`src/sme_pkg.sv`:
```
// shared types and constants of the stack machine executor
package sme_pkg;

    localparam int CMD_W    = 4;
    localparam int WORD_W   = 32;
    localparam int STATUS_W = 3;
    localparam int DEPTH_W  = 7;

    typedef enum logic [CMD_W-1:0] {
        OP_HALT  = 4'd0,
        OP_ADD   = 4'd1,
        OP_NOR   = 4'd2,
        OP_IFZ   = 4'd3,
        OP_LOAD  = 4'd4,
        OP_STORE = 4'd5,
        OP_POP   = 4'd6,
        OP_PUSHI = 4'd7,
        OP_NOOP  = 4'd8
    } t_opcode;

    typedef enum logic [STATUS_W-1:0] {
        ST_OK       = 3'd0,
        ST_SKIP     = 3'd1,
        ST_HALTED   = 3'd2,
        ST_UNDER    = 3'd3,
        ST_OVER     = 3'd4,
        ST_BAD_ADDR = 3'd5
    } t_status;

    // how the stack pointer moves
    typedef enum logic [1:0] {
        SP_HOLD,
        SP_INC,
        SP_DEC1,
        SP_DEC2
    } t_sp_op;

    // stack write address relative to the current pointer
    typedef enum logic [1:0] {
        WS_AT,
        WS_M1,
        WS_M2
    } t_wsel;

    typedef struct packed {
        logic empty;
        logic lt2;
        logic full;
        logic addr_ok;
        logic dm_ok;
        logic halted;
    } t_step_flags;

    typedef struct packed {
        logic              wait_dm;
        t_status           status;
        logic [WORD_W-1:0] mem_value;
        logic              stk_we;
        t_wsel             wsel;
        logic [WORD_W-1:0] stk_wdata;
        logic              dm_we;
        t_sp_op            sp_op;
        logic              halt;
        logic [WORD_W-1:0] skip;
    } t_step_res;

endpackage

```
`src/sme_step.sv`:
```
// decode and execute logic for one instruction
module sme_step (
    input  logic [sme_pkg::CMD_W-1:0]  i_cmd,
    input  logic [sme_pkg::WORD_W-1:0] i_operand,
    input  logic [sme_pkg::WORD_W-1:0] i_top,
    input  logic [sme_pkg::WORD_W-1:0] i_second,
    input  logic [sme_pkg::WORD_W-1:0] i_dm_data,
    input  logic [sme_pkg::WORD_W-1:0] i_skip,
    input  sme_pkg::t_step_flags       i_flags,
    output sme_pkg::t_step_res         o_res
);

    always_comb begin
        o_res           = '0;
        o_res.status    = sme_pkg::ST_OK;
        o_res.wsel      = sme_pkg::WS_AT;
        o_res.sp_op     = sme_pkg::SP_HOLD;
        o_res.halt      = i_flags.halted;
        o_res.skip      = i_skip;
        if (i_flags.halted) begin
            o_res.status = sme_pkg::ST_HALTED;
        end else if (i_skip != '0) begin
            o_res.status = sme_pkg::ST_SKIP;
            o_res.skip   = i_skip - sme_pkg::WORD_W'(1);
        end else begin
            case (sme_pkg::t_opcode'(i_cmd))
                sme_pkg::OP_HALT: begin
                    o_res.halt = 1'b1;
                end
                sme_pkg::OP_ADD, sme_pkg::OP_NOR: begin
                    if (i_flags.lt2) begin
                        o_res.status = sme_pkg::ST_UNDER;
                    end else begin
                        o_res.stk_we    = 1'b1;
                        o_res.wsel      = sme_pkg::WS_M2;
                        o_res.stk_wdata = (sme_pkg::t_opcode'(i_cmd) == sme_pkg::OP_ADD)
                                          ? i_top + i_second : ~(i_top | i_second);
                        o_res.sp_op     = sme_pkg::SP_DEC1;
                    end
                end
                sme_pkg::OP_IFZ: begin
                    if (i_flags.empty) begin
                        o_res.status = sme_pkg::ST_UNDER;
                    end else begin
                        o_res.sp_op = sme_pkg::SP_DEC1;
                        if (i_top == '0 && !i_operand[sme_pkg::WORD_W-1]) begin
                            o_res.skip = i_operand;
                        end
                    end
                end
                sme_pkg::OP_LOAD: begin
                    if (i_flags.empty) begin
                        o_res.status = sme_pkg::ST_UNDER;
                    end else if (!i_flags.addr_ok) begin
                        o_res.status = sme_pkg::ST_BAD_ADDR;
                    end else if (!i_flags.dm_ok) begin
                        o_res.wait_dm = 1'b1;
                    end else begin
                        o_res.stk_we    = 1'b1;
                        o_res.wsel      = sme_pkg::WS_M1;
                        o_res.stk_wdata = i_dm_data;
                        o_res.mem_value = i_dm_data;
                    end
                end
                sme_pkg::OP_STORE: begin
                    if (i_flags.lt2) begin
                        o_res.status = sme_pkg::ST_UNDER;
                    end else if (!i_flags.addr_ok) begin
                        o_res.status = sme_pkg::ST_BAD_ADDR;
                    end else begin
                        o_res.dm_we     = 1'b1;
                        o_res.mem_value = i_second;
                        o_res.sp_op     = sme_pkg::SP_DEC2;
                    end
                end
                sme_pkg::OP_POP: begin
                    if (i_flags.empty) begin
                        o_res.status = sme_pkg::ST_UNDER;
                    end else begin
                        o_res.sp_op = sme_pkg::SP_DEC1;
                    end
                end
                sme_pkg::OP_PUSHI: begin
                    if (i_flags.full) begin
                        o_res.status = sme_pkg::ST_OVER;
                    end else begin
                        o_res.stk_we    = 1'b1;
                        o_res.wsel      = sme_pkg::WS_AT;
                        o_res.stk_wdata = i_operand;
                        o_res.sp_op     = sme_pkg::SP_INC;
                    end
                end
                default: begin
                    // noop and unused codes
                end
            endcase
        end
    end

endmodule

```
`config.mk`:
```
export PLATFORM = sky130hd
export DESIGN_NAME = sme_step
export DESIGN_NICKNAME = d
export VERILOG_FILES = /design/src/sme_pkg.sv /design/src/sme_step.sv
export SDC_FILE = /design/constraint.sdc
export NUM_CORES = 1
export LEC_CHECK = 0
export ABC_AREA = 1
export ABC_CLOCK_PERIOD_IN_PS = 1890
export BUFFER_PORTS_ARGS = -buffer_cell sky130_fd_sc_hd__buf_2
export CORE_ASPECT_RATIO = 0.8
export CORE_UTILIZATION = 47
export DETAILED_ROUTE_END_ITERATION = 6
export PLACE_DENSITY = 0.78
export SLEW_MARGIN = 20
export SYNTH_ARGS = -nofsm -noshare
export SYNTH_HDL_FRONTEND = slang
export SYNTH_SLANG_ARGS = --single-unit
```
`constraint.sdc`:
```
create_clock -name vclk -period 1.89
set_clock_uncertainty 0.1 [all_clocks]
set_input_delay 0.189 -clock vclk [all_inputs]
set_output_delay 0.189 -clock vclk [all_outputs]
set_load 0.05 [all_outputs]
```
==> results of run 1 <==
==> stage by stage <==
step | instances | TNS (ns)
2_1_floorplan | 1373 | -12.93
3_3_place_gp | 2093 | -41.18
3_5_place_dp | 2093 | -44.50
==> Yosys cell counts (all sizes together), types with 2 or more instances <==
| master | instances |
|---|---|
| o21bai | 9 |
| a221oi | 3 |
| a211oi | 2 |
| nand3 | 95 |
| nor2 | 237 |
| o22ai | 4 |
| or2 | 4 |
| a31oi | 4 |
| o31ai | 2 |
| nor4 | 2 |
| buf | 15 |
| nand4 | 18 |
| nand3b | 11 |
| xor2 | 27 |
| clkinv | 3 |
| xnor2 | 5 |
| o21ai | 40 |
| nand2 | 385 |
| ha | 64 |
| a21oi | 105 |
| clkbuf | 23 |
| a22oi | 18 |
| o211ai | 8 |
| nor3 | 11 |
| inv | 274 |
==> logic make-up after synthesis <==
logic type	after synthesis
AOI/OAI and AO/OA	197
xor gates and xnor gates	32
adders and majority gates	65
buffers and inverters	315
and+or+nand+nor	764
==> metrics.txt, run 1 <==
worst slack at placement -0.620 ns; post-synthesis compound-gate area fraction 16.8%; Post-CTS Hold Buffers 0; half-perimeter wire length after detailed placement 29500 um; Std-Cell Rows 38; largest family of logic cells by synthesized area simple AND/OR/NAND/NOR gates; top cells by area in the synthesized netlist sky130_fd_sc_hd__nand2_1 22%, sky130_fd_sc_hd__inv_1 15%, sky130_fd_sc_hd__nor2_1 13%; area share of and/or/nand/nor cells after synthesis 47.9%; Buffers on Ports 277; share of synthesized area occupied by flip-flops and latches 0%; number of warnings printed during yosys synthesis 0; Net Count, Synth 1608; gate count of the mapped netlist 1373; cell taking the most area after synthesis sky130_fd_sc_hd__nand2_1; synthesized area 6630 um^2; Die Span X 135 um; number of buffers added for setup after CTS 31; Distinct cells, synth 43; synthesized area per cell 4.83 um^2; fraction of synthesized cell area in xor and xnor cells 4.22%; number of ports placed on the die boundary 277; run status stopped before the end; tool error message [ERROR DPL-0038] Utilization greater than 100%, impossible to legalize; proportion of netlist area held by the largest area contributor 21.7%; cells resized by post-CTS repair 580; synthesized-area fraction occupied by adder cells 12.4%; Stopped at clock tree synthesis (4_1_cts); effective utilization at floorplan 48.6%; placed inst area 11600 um^2; chip height 108 um; global placer's final weighted congestion 1.12; post-synthesis mux area share 0%
==> run 2, diff against run 1 <==
Settings changed: ABC_CLOCK_PERIOD_IN_PS 1890 to 2500, CORE_ASPECT_RATIO 0.8 to default, CORE_UTILIZATION 47 to 40, PLACE_DENSITY 0.78 to default, PLACE_DENSITY_LB_ADDON from default to 0.15.
Clock period 1.89 ns to 2.5 ns, I/O delays scaled along.
==> metrics.txt, run 2 <==
placed inst area 9930 um^2; total of clock buffers placed in the layout 0; pin count of the biggest net entering global routing 33; most frequent standard cell in the layout excluding fill and tap cells sky130_fd_sc_hd__nand2_1; Buffers on Ports 277; Die Span X 131 um; effective utilization at floorplan 41.3%; total count of hold-check failures in the final report 0; ratio of cells with drive above 1 in the final layout 37.5%; internal power 659 uW; Std-Cell Rows 46; total area of sequential cells 0 um^2; synthesized area 6630 um^2; sw power 988 uW; IR Drop Worst-Case VDD 0.115 mV; synthesized-area fraction occupied by adder cells 12.4%; die footprint 17100 um^2; post-synthesis compound-gate area fraction 16.8%; combined global-route utilization of all metal layers 37.1%; DRC marker count from the first detailed-route iteration 888; final cell count without fillers 2009; max-slew headroom at the worst pin 68.2%; Distinct cells, synth 43; Crit Path Class primary input to primary output; largest family of logic cells by synthesized area simple AND/OR/NAND/NOR gates; post-layout util 67.6%; drt pass-1 iters 6; run status complete, no violations; Placeable Area 16100 um^2; initial antenna violation count 2; half-perimeter wire length after detailed placement 28300 um; chip height 131 um; vias in the first global route 9104; per-cell routed wire length 16.9 um; global-route wire length before repair 48300 um; setup violators final 0; wire length reported by the detailed router 33900 um; share of synthesized area occupied by flip-flops and latches 0%; global placer's final weighted congestion 0.993; commonest cells in the netlist 383 x sky130_fd_sc_hd__nand2_1, 272 x sky130_fd_sc_hd__inv_1, 233 x sky130_fd_sc_hd__nor2_1; cell taking the most area after synthesis sky130_fd_sc_hd__nand2_1; area of all placed cells without fillers 10900 um^2; Seq Cell Count 0; unrepaired setup endpoints after global routing yes; count of vias placed by the detailed router 10400; sequential share of power 0%; final critical-path share of the clock period 99.9%; Switching Share 60.0%; remaining number of nets flagged by the antenna check after routing 0; Vias per Instance 5.19; largest fanout on the critical path 11; Net Count, Synth 1608; arrival time at the worst endpoint 2.15 ns; power per cell area 152 nW/um^2; area share of and/or/nand/nor cells after synthesis 47.9%; most frequent cells in the layout 350 x sky130_fd_sc_hd__nand2_1, 260 x sky130_fd_sc_hd__inv_1, 201 x sky130_fd_sc_hd__buf_2; gate count of the mapped netlist 1373; leakage power figure 5.83 nW; proportion of netlist area held by the largest area contributor 21.7%; crit path time final 2.50 ns; number of warnings printed during yosys synthesis 0; Area growth syn-to-layout 63.7%; top-count cell post-synth sky130_fd_sc_hd__nand2_1; synthesized area per cell 4.83 um^2; Nets 2028; post-synthesis mux area share 0%; Max-cap violations 0; remaining routing DRC violations 0; launching element type of the critical path primary input; number of ports placed on the die boundary 277; final-report max-slew violation count 0; worst slew pin tran 0.477 ns; maximum frequency from static timing analysis 0.400 GHz; fraction of synthesized cell area in xor and xnor cells 4.22%; CP endpoint kind primary output; cell count after placement 2001; aggregate global routing overflow 0; clock share of power 0%; Post-CTS Hold Buffers 0; top cells by area in the synthesized netlist sky130_fd_sc_hd__nand2_1 22%, sky130_fd_sc_hd__inv_1 15%, sky130_fd_sc_hd__nor2_1 13%; worst hold path class primary input to primary output; fraction of power consumed by combinational cells 100.0%; Critical Path RT 2.15 ns
## run 2: cell counts after synthesis
No cell type changed its count.
## run 2: path summary, 6_finish.rpt
path | endpoint | cells past startpoint | slack, ns | startpoint
worst min-delay path | o_res[106] | 3 | 0.78 | i_flags[1]
worst max-delay path | o_res[1] | 12 | 0.002 | i_top[4]
## run 2: final cells by class
class | instances | area [um^2]
multi-input combinational | 1058 | 6270
fill | 1613 | 5200
timing repair buffer | 455 | 3260
inverter | 277 | 1050
tap | 216 | 270
timing repair inverter | 1 | 5.00
antenna | 2 | 5.00
## run 2: worst max-delay path: stages
cell and delay, ns:
sky130_fd_sc_hd__buf_2 0.11, sky130_fd_sc_hd__inv_1 0.12, sky130_fd_sc_hd__buf_4 0.12, sky130_fd_sc_hd__nand4_1 0.18, sky130_fd_sc_hd__nor2_2 0.21, sky130_fd_sc_hd__nand3_1 0.10
sky130_fd_sc_hd__nor2_1 0.10, sky130_fd_sc_hd__buf_4 0.20, sky130_fd_sc_hd__inv_1 0.20, sky130_fd_sc_hd__o21ai_0 0.27, sky130_fd_sc_hd__o21bai_2 0.07, sky130_fd_sc_hd__buf_2 0.21
## run 2: routing by layer
layer / GRT usage (%) / part of all wire, %
met4: 11.9 / 3.4
met2: 59.9 / 45
met1: 50.4 / 43
met3: 5.33 / 9.2
met5: 0 / 0
## run 2: power groups by stage
| stage | combinational (mW) | sequential [mW] | clock (mW) |
|---|---|---|---|
| 2_1_floorplan | 0.815 | 0 | 0 |
| 3_3_place_gp | 1.45 | 0 | 0 |
| 3_5_place_dp | 1.46 | 0 | 0 |
| 4_1_cts | 1.49 | 0 | 0 |
| 5_1_grt | 1.79 | 0 | 0.000000107 |
| 6_report | 1.65 | 0 | 0.000000107 |
## run 2: kinds of logic after synthesis
kind of cell | count (synthesis)
AND/OR/NAND/NOR | 764
adder cells (fa/ha/maj) | 65
buffers and inverters | 315
AO/OA/AOI/OAI | 197
XOR/XNOR | 32
## run 2: what timing repair did
action,4_1_cts,5_1_grt
gates cloned,0,2
setup endpoints to repair,61,97
buffers inserted,3,1
gates resized for setup,59,210
endpoints found under the hold margin,0,0
pin swaps,7,24
## run 2: through the flow
step | setup TNS (ns) | power (mW) | setup slack (ns) | hold slack, ns
after floorplan | -2.13 | 0.815 | -0.398 | 0.505
after global placement | -2.21 | 1.45 | -0.247 | 0.787
after detailed placement | -3.50 | 1.46 | -0.287 | 0.780
after CTS | -0.0408 | 1.49 | -0.0192 | 0.781
after global routing | -0.760 | 1.79 | -0.0733 | 0.806
final | 0 | 1.65 | 0.00221 | 0.781
Power figures use the tool's default switching activity.
